$ cat src/hw/rtl/tct_pkg.sv
package tct_pkg;

    localparam int DEFAULT_MAX_CONTACTS = 8;
    // slot index width covers the largest supported table of 32 contacts
    localparam int SLOT_W = 5;

    localparam logic [2:0] REQ_TOUCH  = 3'd0;
    localparam logic [2:0] REQ_EOF    = 3'd1;
    localparam logic [2:0] REQ_CIRCLE = 3'd2;
    localparam logic [2:0] REQ_BOX    = 3'd3;
    localparam logic [2:0] REQ_QUERY  = 3'd4;

    localparam logic [1:0] PH_TRIGGER  = 2'd1;
    localparam logic [1:0] PH_HELD     = 2'd2;
    localparam logic [1:0] PH_RELEASED = 2'd3;

    localparam int IN_DATA_W  = 80;
    localparam int IN_USER_W  = 3;
    localparam int OUT_DATA_W = 40;

    typedef enum logic [1:0] {
        WR_NONE = 2'd0,
        WR_UPD  = 2'd1,
        WR_NEW  = 2'd2,
        WR_EOF  = 2'd3
    } t_wr_op;

    // request walking down the cell row, with the partial results it collects
    typedef struct packed {
        logic              vld;
        logic [2:0]        req;
        logic [7:0]        id;
        logic [15:0]       px;
        logic [15:0]       py;
        logic [1:0]        qph;
        logic [15:0]       spx;
        logic [15:0]       spy;
        logic [31:0]       r2;
        logic              cand1;   // previous slot matches the phase
        logic [15:0]       adx1;
        logic [15:0]       ady1;
        logic              cand2;   // slot two back matches the phase
        logic [31:0]       sqx2;
        logic [31:0]       sqy2;
        logic              hit;
        logic              found;
        logic [SLOT_W-1:0] mslot;
        logic [15:0]       mx;
        logic [15:0]       my;
        logic [1:0]        mph;
        logic              free_found;
        logic [SLOT_W-1:0] free_slot;
    } t_pkt;

    typedef struct packed {
        t_wr_op            op;
        logic [SLOT_W-1:0] slot;
        logic [7:0]        id;
        logic [15:0]       x;
        logic [15:0]       y;
    } t_wr;

endpackage

$ cat src/hw/rtl/tct_cell.sv
module tct_cell #(
    parameter int IDX = 0
) (
    input  logic          i_clk,
    input  logic          i_rst_n,
    input  tct_pkg::t_pkt i_pkt,
    input  tct_pkg::t_wr  i_wr,
    output tct_pkg::t_pkt o_pkt
);
    import tct_pkg::*;

    localparam logic [SLOT_W-1:0] SLOT = SLOT_W'(IDX);

    logic        r_valid;
    logic        r_seen;
    logic [7:0]  r_id;
    logic [15:0] r_x;
    logic [15:0] r_y;
    logic [1:0]  r_phase;
    t_pkt        r_pkt;
    t_pkt        n_pkt;

    logic [16:0] w_dx;
    logic [16:0] w_dy;
    logic [15:0] w_adx;
    logic [15:0] w_ady;
    logic [32:0] w_d2;

    always_comb begin
        w_dx  = {r_x[15], r_x} - {i_pkt.px[15], i_pkt.px};
        w_dy  = {r_y[15], r_y} - {i_pkt.py[15], i_pkt.py};
        w_adx = w_dx[16] ? 16'(17'd0 - w_dx) : w_dx[15:0];
        w_ady = w_dy[16] ? 16'(17'd0 - w_dy) : w_dy[15:0];
        w_d2  = {1'b0, i_pkt.sqx2} + {1'b0, i_pkt.sqy2};

        n_pkt = i_pkt;
        // box test on the previous slot, circle test on the one before it
        if (i_pkt.cand1 && i_pkt.req == REQ_BOX
            && i_pkt.adx1 <= {1'b0, i_pkt.spx[15:1]}
            && i_pkt.ady1 <= {1'b0, i_pkt.spy[15:1]}) begin
            n_pkt.hit = 1'b1;
        end
        if (i_pkt.cand2 && i_pkt.req == REQ_CIRCLE && w_d2 <= {1'b0, i_pkt.r2}) begin
            n_pkt.hit = 1'b1;
        end
        n_pkt.cand2 = i_pkt.cand1;
        n_pkt.sqx2  = i_pkt.adx1 * i_pkt.adx1;
        n_pkt.sqy2  = i_pkt.ady1 * i_pkt.ady1;
        n_pkt.cand1 = r_valid && (r_phase == i_pkt.qph);
        n_pkt.adx1  = w_adx;
        n_pkt.ady1  = w_ady;

        if (r_valid && r_id == i_pkt.id && !i_pkt.found) begin
            n_pkt.found = 1'b1;
            n_pkt.mslot = SLOT;
            n_pkt.mx    = r_x;
            n_pkt.my    = r_y;
            n_pkt.mph   = r_phase;
        end
        if (!r_valid && !i_pkt.free_found) begin
            n_pkt.free_found = 1'b1;
            n_pkt.free_slot  = SLOT;
        end
    end

    always_ff @(posedge i_clk) begin
        if (!i_rst_n) begin
            r_pkt.vld <= 1'b0;
        end else begin
            r_pkt <= n_pkt;
        end
    end

    always_ff @(posedge i_clk) begin
        if (!i_rst_n) begin
            r_valid <= 1'b0;
            r_seen  <= 1'b0;
        end else begin
            case (i_wr.op)
                WR_EOF: begin
                    if (r_valid && !r_seen) begin
                        if (r_phase == PH_RELEASED) begin
                            r_valid <= 1'b0;
                        end
                    end
                    r_seen <= 1'b0;
                end
                WR_UPD: begin
                    if (i_wr.slot == SLOT) begin
                        r_seen <= 1'b1;
                    end
                end
                WR_NEW: begin
                    if (i_wr.slot == SLOT) begin
                        r_valid <= 1'b1;
                        r_seen  <= 1'b1;
                    end
                end
                default: begin
                end
            endcase
        end
    end

    // slot payload, no reset: read only behind r_valid
    always_ff @(posedge i_clk) begin
        case (i_wr.op)
            WR_EOF: begin
                if (r_valid && !r_seen && r_phase != PH_RELEASED) begin
                    r_phase <= PH_RELEASED;
                end
            end
            WR_UPD: begin
                if (i_wr.slot == SLOT) begin
                    r_x     <= i_wr.x;
                    r_y     <= i_wr.y;
                    r_phase <= (r_phase == PH_RELEASED) ? PH_TRIGGER : PH_HELD;
                end
            end
            WR_NEW: begin
                if (i_wr.slot == SLOT) begin
                    r_id    <= i_wr.id;
                    r_x     <= i_wr.x;
                    r_y     <= i_wr.y;
                    r_phase <= PH_TRIGGER;
                end
            end
            default: begin
            end
        endcase
    end

    assign o_pkt = r_pkt;

endmodule

$ cat config.mk
export PLATFORM = sky130hd
export DESIGN_NAME = tct_cell
export DESIGN_NICKNAME = d
export VERILOG_FILES = /design/src/hw/rtl/tct_pkg.sv /design/src/hw/rtl/tct_cell.sv
export SDC_FILE = /design/constraint.sdc
export NUM_CORES = 1
export LEC_CHECK = 0
export BUFFER_PORTS_ARGS = -buffer_cell sky130_fd_sc_hd__buf_4
export CAP_MARGIN = 20
export CORE_ASPECT_RATIO = 0.7
export CORE_MARGIN = 2
export CORE_UTILIZATION = 50
export CTS_CLUSTER_DIAMETER = 80
export CTS_CLUSTER_SIZE = 20
export DETAILED_ROUTE_END_ITERATION = 8
export GPL_ROUTABILITY_DRIVEN = 0
export GPL_TIMING_DRIVEN = 0
export PLACE_DENSITY = 0.83
export SKIP_CTS_REPAIR_TIMING = 1
export SLEW_MARGIN = 20
export SYNTH_ARGS = -nofsm -noshare
export SYNTH_HDL_FRONTEND = slang
export SYNTH_SLANG_ARGS = --single-unit
$ cat constraint.sdc
create_clock -name i_clk -period 11 [get_ports i_clk]
set_input_delay 2.75 -clock i_clk [delete_from_list [all_inputs] [get_ports i_clk]]
set_output_delay 2.75 -clock i_clk [all_outputs]
set_load 0.02 [all_outputs]
# After elaboration in Yosys (flattened, before gate mapping)
# Cells that the tools add are included.
dict set report classes {
  n_reduce_logical 26
  order_cmp 3
  div_mod_pow 0
  addsub 5
  mul 2
  n_shift 0
  n_mux 13
  eq_ne 15
  bitwise_logic 0
}
# cell n
set op_table {}
lappend op_table {{multiplier 16 x 16 -> 32 bit} 2}
lappend op_table {{2-to-1 mux 34 bit} 1}
lappend op_table {{subtractor 16 x 16 -> 17 bit} 2}
lappend op_table {{adder 32 x 32 -> 33 bit} 1}
lappend op_table {{less-or-equal comparator 33 x 32 -> 1 bit} 1}
lappend op_table {{less-or-equal comparator 16 x 15 -> 1 bit} 2}
lappend op_table {{2-to-1 mux 16 bit} 2}
lappend op_table {{subtractor 1 x 16 -> 16 bit (first input constant)} 2}
lappend op_table {{inequality test 2 bit (second input constant)} 6}
lappend op_table {{logical AND 1 bit} 11}
lappend op_table {{equality test 8 bit} 1}
lappend op_table {{2-to-1 mux 2 bit} 4}
lappend op_table {{AND reduction 4 bit} 2}
lappend op_table {{equality test 2 bit (second input constant)} 3}
lappend op_table {{equality test 3 x 2 -> 1 bit (second input constant)} 2}
lappend op_table {{one-hot mux 2 bit (3 select lines)} 1}
lappend op_table {{AND reduction 2 bit} 3}
lappend op_table {{zero test 5 bit} 1}
lappend op_table {{zero test 1 bit} 4}
lappend op_table {{one-hot mux 1 bit (2 select lines)} 2}
lappend op_table {{nonzero test 2 bit} 2}
lappend op_table {{OR reduction 2 bit} 2}
lappend op_table {{2-to-1 mux 1 bit} 3}
lappend op_table {{nonzero test 3 bit} 1}
lappend op_table {{other kinds (3)} 3}
dict set report word_totals {
  wordCells 93
  latch_bits 0
  mem_count 0
  ramBits 0
  reg_bits 299
  romBits 0
  out_inout_bits 255
}

# Longest topological paths before layout
# Gate-level depths: netlist of run 1.
dict set report depth {
  ltp_word 5
  mapped_depth 25
}

# Worst setup path before layout of run 1
# Ideal clock, no wire load.
dict set report synth_timing {
  path_type {input -> register}
  from {input port i_pkt[129] (netlist name)}
  to {register r_pkt, in the netlist o_pkt[108] (data pin)}
  setup_time_ns 0.258
  slack_ns 2.356
  t_arrival_ns 8.387
  cell_stages 25
  required_time_ns 10.742
  path_buffers 2
  cell_sequence {clkbuf_1 > clkbuf_1 > and2_1 > fa_1 > inv_1 > fa_1 > inv_1 > fa_1 > inv_1 > fa_1 > inv_1 > fa_1 > inv_1 > fa_1 > inv_1 > ha_1 > and3_1 > and4_1 > a22oi_1 > o211ai_1 > a41o_1 > a21o_1 > a41oi_1 > nor2b_1 > xnor2_1}
}
# element line_no
set synth_rtl {}
lappend synth_rtl {{from (decl)} tct_cell.sv:6} ;# input tct_pkg::t_pkt i_pkt,
lappend synth_rtl {{to (signal assigned)} tct_cell.sv:70} ;# r_pkt <= n_pkt;
lappend synth_rtl {{to (decl)} tct_cell.sv:20} ;# t_pkt r_pkt;

==> results of run 1 <==
-- per-layer routing --
layer / routed length [µm] / vias up / track usage [%]
met4: 2400 / 2 / 7.25
met5: 12 / - / 0
met3: 7860 / 125 / 5.44
met2: 37900 / 998 / 42.6
met1: 33800 / 10900 / 36.6
li1: - / 10300 / -
-- logic make-up (layout without fill, tap and decap cells) --
kind of cell / count (synthesis) / after routing / synth area share, %
other: 1 / 4 / 0.0128
multiplexers: 37 / 37 / 1.42
flip-flops: 297 / 297 / 30.3
buffers and inverters: 672 / 1279 / 8.69
AO/OA/AOI/OAI: 372 / 372 / 8.61
AND/OR/NAND/NOR: 573 / 573 / 9.69
adder cells (fa/ha/maj): 660 / 660 / 36.5
XOR/XNOR: 158 / 158 / 4.72
-- worst min-delay path: cells and delay by family (launching register included) --
kind            cells  cell delay, ps
compound gates      1              60
flops               1             330
simple gates        1              90
-- layout make-up --
| class | instances | area share (%) |
|---|---|---|
| Antenna cell | 2 | 0.0141 |
| Buffer | 52 | 0.618 |
| Clock buffer | 32 | 1.90 |
| Clock inverter | 15 | 0.587 |
| Inverter | 620 | 6.57 |
| Multi-Input combinational cell | 1802 | 50.5 |
| Sequential cell | 297 | 25.1 |
| Tap cell | 760 | 2.69 |
| Timing Repair Buffer | 560 | 12.0 |
-- cells in the mapped netlist (all sizes together), types with 5 or more instances --
cell / instances
o31ai: 6
inv: 618
o21ai: 73
o41ai: 5
o211ai: 7
nand3: 28
xnor2: 108
nand2: 187
edfxtp: 294
mux2: 36
a211oi: 19
and2: 83
and3: 17
a21oi: 99
nand4: 20
o21a: 16
ha: 333
nor2b: 41
nor4: 7
clkbuf: 49
nor2: 112
nand2b: 18
o21bai: 21
fa: 327
or2: 12
a31oi: 11
a21o: 57
or4: 6
nor3: 20
xor2: 50
a31o: 8
and4: 9
-- state kept, by name, summed over array words and instances, names as in the netlist --
register	flops
r_seen	1
r_x	16
r_valid	1
r_id	8
r_y	16
o_pkt	253
r_phase	2
-- per-stage QoR --
| stage | total power [mW] | hold slack, ps |
|---|---|---|
| final | 9.32 | 506 |
| after global routing | 10.2 | 523 |
| after CTS | 9.31 | 508 |
| after detailed placement | 8.26 | 490 |
| after global placement | 8.07 | 483 |
| after floorplan | 6.57 | 470 |
-- worst max-delay path by stage --
stage	end	slack, ps	cells past startpoint
6_report	o_pkt[78]	1460	25
5_1_grt	o_pkt[78]	1090	25
4_1_cts	o_pkt[78]	1570	25
3_5_place_dp	o_pkt[78]	960	25
3_3_place_gp	o_pkt[78]	1050	25
2_1_floorplan	o_pkt[108]	2360	25
-- where the power goes --
part           leakage [nW]  internal [mW]  switching (mW)
registers              2.87           1.74          0.0692
clock network         0.421          0.472           0.512
logic                  14.3           2.76            3.77
-- layout by cell type (no fill, tap or decap), types with 50 or more instances in the layout --
cell type  netlist  routed
o21ai_0         69      69
edfxtp_1       294     294
and2_1          83      83
nor2_1         112     112
ha_1           333     333
xnor2_1        108     108
a21oi_1         98      98
a21o_1          56      56
clkbuf_1        49      55
xor2_1          50      50
buf_4            2     559
inv_1          618     618
nand2_1        187     187
fa_1           327     327
==> results.sh, run 1 <==
export IMPL_r2r_slack_ps=7120
export IMPL_yosysTopAreaCellShare_pct=30.1
export IMPL_synth_distinct_cells=81
export IMPL_wl_per_cell_um=19.8
export IMPL_clock_fmax_ghz=0.105
export IMPL_syn_to_final_growth_pct=20.8
export IMPL_core_area_mm2=0.0581
export IMPL_min_path_cells=2
export IMPL_grt_setup_unrepaired="no"
export IMPL_finish_utilization_pct=60.9
export IMPL_seqCellArea_mm2=0.00889
export IMPL_design_area_mm2=0.0354
export IMPL_synth_area_mm2=0.0293
export IMPL_drtPass1Iterations=5
export IMPL_cts_sinks=297
export IMPL_status="complete, no violations"
export IMPL_clock_latency_ps=610
export IMPL_holdCritPathClass="register to register"
export IMPL_num_vias=22300
export IMPL_crit_type="primary input to register"
export IMPL_grt_max_degree=100
export IMPL_cts_max_path_buffers=3
export IMPL_ant_nets=0
export IMPL_p_per_area_mw_per_mm2=263
export IMPL_setup_viol=0
export IMPL_synth_area_leader_cell="edfxtp_1"
export IMPL_leakage_nw=17.5
export IMPL_relSlewSlack_pct=27.1
export IMPL_ys_seq_area_share_pct=30.3
export IMPL_cts_root_buf="clkbuf_16"
export IMPL_dpl_hpwl_um=68400
export IMPL_hold_viol_final=0
export IMPL_grt_pass1_wl_um=124000
export IMPL_port_buffers=554
export IMPL_tritoncts="done"
export IMPL_r2r_end="o_pkt[117]"
export IMPL_min_period_ps=9540
export IMPL_drive_gt1_share_pct=20.0
export IMPL_critical_path_required_ps=11320
export IMPL_hold_end="r_seen"
export IMPL_nets=4323
export IMPL_start_util_pct=50.4
export IMPL_dp_cells=4091
export IMPL_rr_worst_depth=14
export IMPL_cp_end_kind="register"
export IMPL_max_cap_violations=0
export IMPL_track_usage_pct=26.4
export IMPL_syn_inst=2770
export IMPL_die_h_um=207
export IMPL_syn_avg_cell_area_um2=10.6
export IMPL_ir_worst_vdd_mv=0.481
export IMPL_critPathMaxFanout=10
export IMPL_io_pins=559
export IMPL_hp_start="r_seen"
export IMPL_synth_flop_cell="edfxtp_1"
export IMPL_arrival_ps=9860
export IMPL_path_buf_inv=8
export IMPL_fin_cells=4140
export IMPL_clk_pin_slew_worst_paths_ps=80
export IMPL_dpl_instance_area_mm2=0.0345
export IMPL_slowest_delay_ps=740
export IMPL_r2r_start="r_y[0]"
export IMPL_worst_slack_ps=1460
export IMPL_synth_edff_count=294
export IMPL_rows=74
export IMPL_grt_ovfl_total=0
export IMPL_multi_input_area_mm2=0.0179
export IMPL_drt_initial_drc_count=1784
export IMPL_finalClockSkew_ps=26.1
export IMPL_nFillCells=4623
export IMPL_wl_um=81900
export IMPL_ys_ff_latch=297
export IMPL_pre_cts_ws_ps=962
export IMPL_maxSlewViolCount=0
export IMPL_antenna_found_initial=3
export IMPL_htreeDepth=1
export IMPL_drc=0
export IMPL_ys_top_cells_by_area="edfxtp_1 (30%), fa_1 (22%), ha_1 (14%)"
export IMPL_critPathLaunchType="primary input"
export IMPL_critPathMostFrequentCell="fa_1"
export IMPL_die_area_mm2=0.0606
export IMPL_vias_per_cell=5.38
export IMPL_setup_tns_ps=0
export IMPL_path_delay_family="adder cells"
export IMPL_numCtsBuffers=26
export IMPL_async_flop_share_pct=0
export IMPL_die_w_um=293
export IMPL_finalCritPeriodShare_pct=86.8
export IMPL_ys_warn_count=0
export IMPL_slowest_stage="o21ai_0"
export IMPL_crit_start="i_pkt[113]"
export IMPL_tightest_slew_ps=1080
export IMPL_grt_pass1_vias=22400
(Power assumes the default switching activity.)
==> run 2, diff against run 1 <==
- ABC_AREA: not set -> 1
==> run 2 against run 1 <==
Compared with the run above: maximum frequency rose by 10%; routed wire length rose by 7.6%; highest routed layer unchanged; clock-buffer cell count fell by 1; first-iteration DRC count rose by 33%; die area rose by 4.8%; register-to-register slack improved by 840 ps; critical path type unchanged; sequential share of layout area fell by 0.95 points; power rose by 5.4%; global-route usage rose by 1.1 points.
==> results.sh, run 2 <==
export IMPL_htreeDepth=1
export IMPL_synth_distinct_cells=54
export IMPL_synth_top_family_by_area="adder cells"
export IMPL_critPathLaunchType="primary input"
export IMPL_grt_max_degree=96
export IMPL_ys_top_cells_by_area="edfxtp_1 (29%), fa_1 (21%), ha_1 (14%)"
export IMPL_cts_sinks=297
export IMPL_wl_per_cell_um=18.1
export IMPL_setup_tns_ps=0
export IMPL_dpl_hpwl_um=74600
export IMPL_leakage_nw=19.7
export IMPL_fin_cells=4868
export IMPL_drtPass1Iterations=8
export IMPL_io_pins=559
export IMPL_die_h_um=211
export IMPL_synth_mux_area_share_pct=0
export IMPL_cts_root_buf="clkbuf_16"
export IMPL_path_delay_family="adder cells"
export IMPL_vias_per_cell=5.25
export IMPL_path_buf_inv=10
export IMPL_cp_end_kind="register"
export IMPL_synth_top_cells_by_count="inv_1 (853), nand2_1 (741), ha_1 (333), fa_1 (327), edfxtp_1 (294)"
export IMPL_largest_reg_flops=253
export IMPL_setup_viol=0
export IMPL_hp_start="r_seen"
export IMPL_async_flop_share_pct=0
export IMPL_ys_warn_count=0
export IMPL_synth_area_mm2=0.0308
export IMPL_r2r_slack_ps=7960
export IMPL_r2r_start="r_valid"
export IMPL_min_path_cells=2
export IMPL_dp_cells=4826
export IMPL_synth_area_leader_cell="edfxtp_1"
export IMPL_ys_ff_latch=297
export IMPL_drive_gt1_share_pct=16.3
export IMPL_critPathMaxFanout=10
export IMPL_nets=4996
export IMPL_synth_edff_count=294
export IMPL_yosysTopAreaCellShare_pct=28.7
export IMPL_hold_viol_final=0
export IMPL_rr_worst_depth=7
export IMPL_path_cells="buf_4, clkbuf_1, clkbuf_1, inv_1, fa_1, inv_1, fa_1, inv_1, fa_1, inv_1, fa_1, fa_1, inv_1, fa_1, inv_1, ha_1, nand2_1, nor2_1, inv_1, o21ai_1, a21oi_1, o21ai_1, xor2_1"
export IMPL_syn_avg_cell_area_um2=8.92
export IMPL_maxSlewViolCount=0
export IMPL_clock_fmax_ghz=0.115
export IMPL_p_per_area_mw_per_mm2=267
export IMPL_slowest_delay_ps=610
export IMPL_holdCritPathClass="register to register"
export IMPL_numCtsBuffers=23
export IMPL_slowest_stage="clkbuf_1"
export IMPL_hold_ws_ps=518
export IMPL_critPathMostFrequentCell="inv_1"
export IMPL_rows=76
export IMPL_drt_initial_drc_count=2371
export IMPL_port_buffers=554
export IMPL_grt_ovfl_total=0
export IMPL_critical_path_required_ps=11340
export IMPL_mostFrequentLayoutCell="inv_1"
export IMPL_min_period_ps=8660
export IMPL_synth_flop_cell="edfxtp_1"
export IMPL_start_util_pct=50.3
export IMPL_ir_worst_vdd_mv=0.399
export IMPL_drc=0
export IMPL_synth_compound_area_share_pct=5.68
export IMPL_syn_inst=3448
export IMPL_ant_nets=0
export IMPL_power_mw=9.83
export IMPL_synthAdderAreaFrac_pct=34.8
export IMPL_grt_pass1_wl_um=136000
export IMPL_grt_setup_unrepaired="no"
export IMPL_yosysMostFrequentCell="inv_1"
export IMPL_hold_end="r_seen"
export IMPL_die_w_um=300
export IMPL_finalCritPeriodShare_pct=78.7
export IMPL_status="complete, no violations"
export IMPL_worst_slack_ps=2340
export IMPL_syn_to_final_growth_pct=19.7
export IMPL_synthXorXnorAreaFrac_pct=4.18
export IMPL_pre_cts_ws_ps=1900
export IMPL_nFillCells=5002
export IMPL_num_vias=25600
export IMPL_antenna_found_initial=5
export IMPL_r2r_end="o_pkt[7]"
export IMPL_layout_common_cells="inv_1 (853), nand2_1 (741), buf_4 (556)"
export IMPL_clk_pin_slew_worst_paths_ps=80
export IMPL_ys_seq_area_share_pct=28.9
export IMPL_tightest_slew_ps=910
export IMPL_arrival_ps=9000
export IMPL_synth_simple_area_share_pct=14.9
export IMPL_core_area_mm2=0.0611
export IMPL_cts_max_path_buffers=3
export IMPL_grt_pass1_vias=25300
export IMPL_crit_type="primary input to register"
export IMPL_die_area_mm2=0.0635
export IMPL_relSlewSlack_pct=39.1
export IMPL_wl_um=88200
export IMPL_clock_latency_ps=600
export IMPL_tritoncts="done"
export IMPL_finalClockSkew_ps=21.9
export IMPL_max_cap_violations=0
export IMPL_track_usage_pct=27.5
-- run 2: metrics by stage --
| step | utilization [%] | area (µm²) |
|---|---|---|
| detailed placement | 59.0 | 36000 |
| floorplan | - | 30800 |
| global placement | 58.8 | 35900 |
| CTS | 60.2 | 36800 |
| finish | 60.2 | 36800 |
| global route | 60.2 | 36800 |
-- run 2: worst max-delay path by stage --
stage                     from          to  depth (start not counted)
floorplan           i_pkt[120]   o_pkt[71]                         26
global placement    i_pkt[135]  o_pkt[103]                         26
detailed placement  i_pkt[141]  o_pkt[105]                         21
CTS                 i_pkt[141]  o_pkt[105]                         21
global route        i_pkt[141]  o_pkt[104]                         22
finish              i_pkt[135]  o_pkt[106]                         23
-- run 2: cell families (layout without fill, tap and decap cells) --
logic type / Yosys count / in the layout
XOR/XNOR: 139 / 139
buffers and inverters: 934 / 1533
AO/OA/AOI/OAI: 301 / 301
AND/OR/NAND/NOR: 1116 / 1116
other: 1 / 3
flip-flops: 297 / 297
adder cells (fa/ha/maj): 660 / 660
-- run 2: final cells by class --
class	count	area [µm²]	area share [%]
Antenna cell	1	2.50	0.00680
Buffer	71	295	0.802
Clock buffer	31	616	1.67
Clock inverter	10	138	0.374
Inverter	863	3240	8.81
Multi-Input combinational cell	2218	18300	49.8
Sequential cell	297	8890	24.2
Tap cell	819	1020	2.78
Timing Repair Buffer	558	4260	11.6
-- run 2: power breakdown --
part           switching, mW  internal (mW)  total (mW)
clock                  0.471          0.418       0.889
combinational           4.40           2.74        7.14
sequential            0.0466           1.75        1.79
total                   4.92           4.91        9.83
-- run 2: worst reg2reg max path, cell delays in order (launching register included) --
cell	delay [ps]
dfxtp_1	420
inv_1	140
nor4_1	680
nand4_1	210
nor3_1	220
nand2_1	120
clkbuf_1	350
o21ai_0	610
-- run 2: routing by layer --
layer	global-route usage (%)	wire, µm	vias up
li1	-	-	11900
met1	37.2	35200	12200
met2	43.6	39800	1337
met3	6.93	10000	200
met4	8.91	3150	8
met5	0	54	-
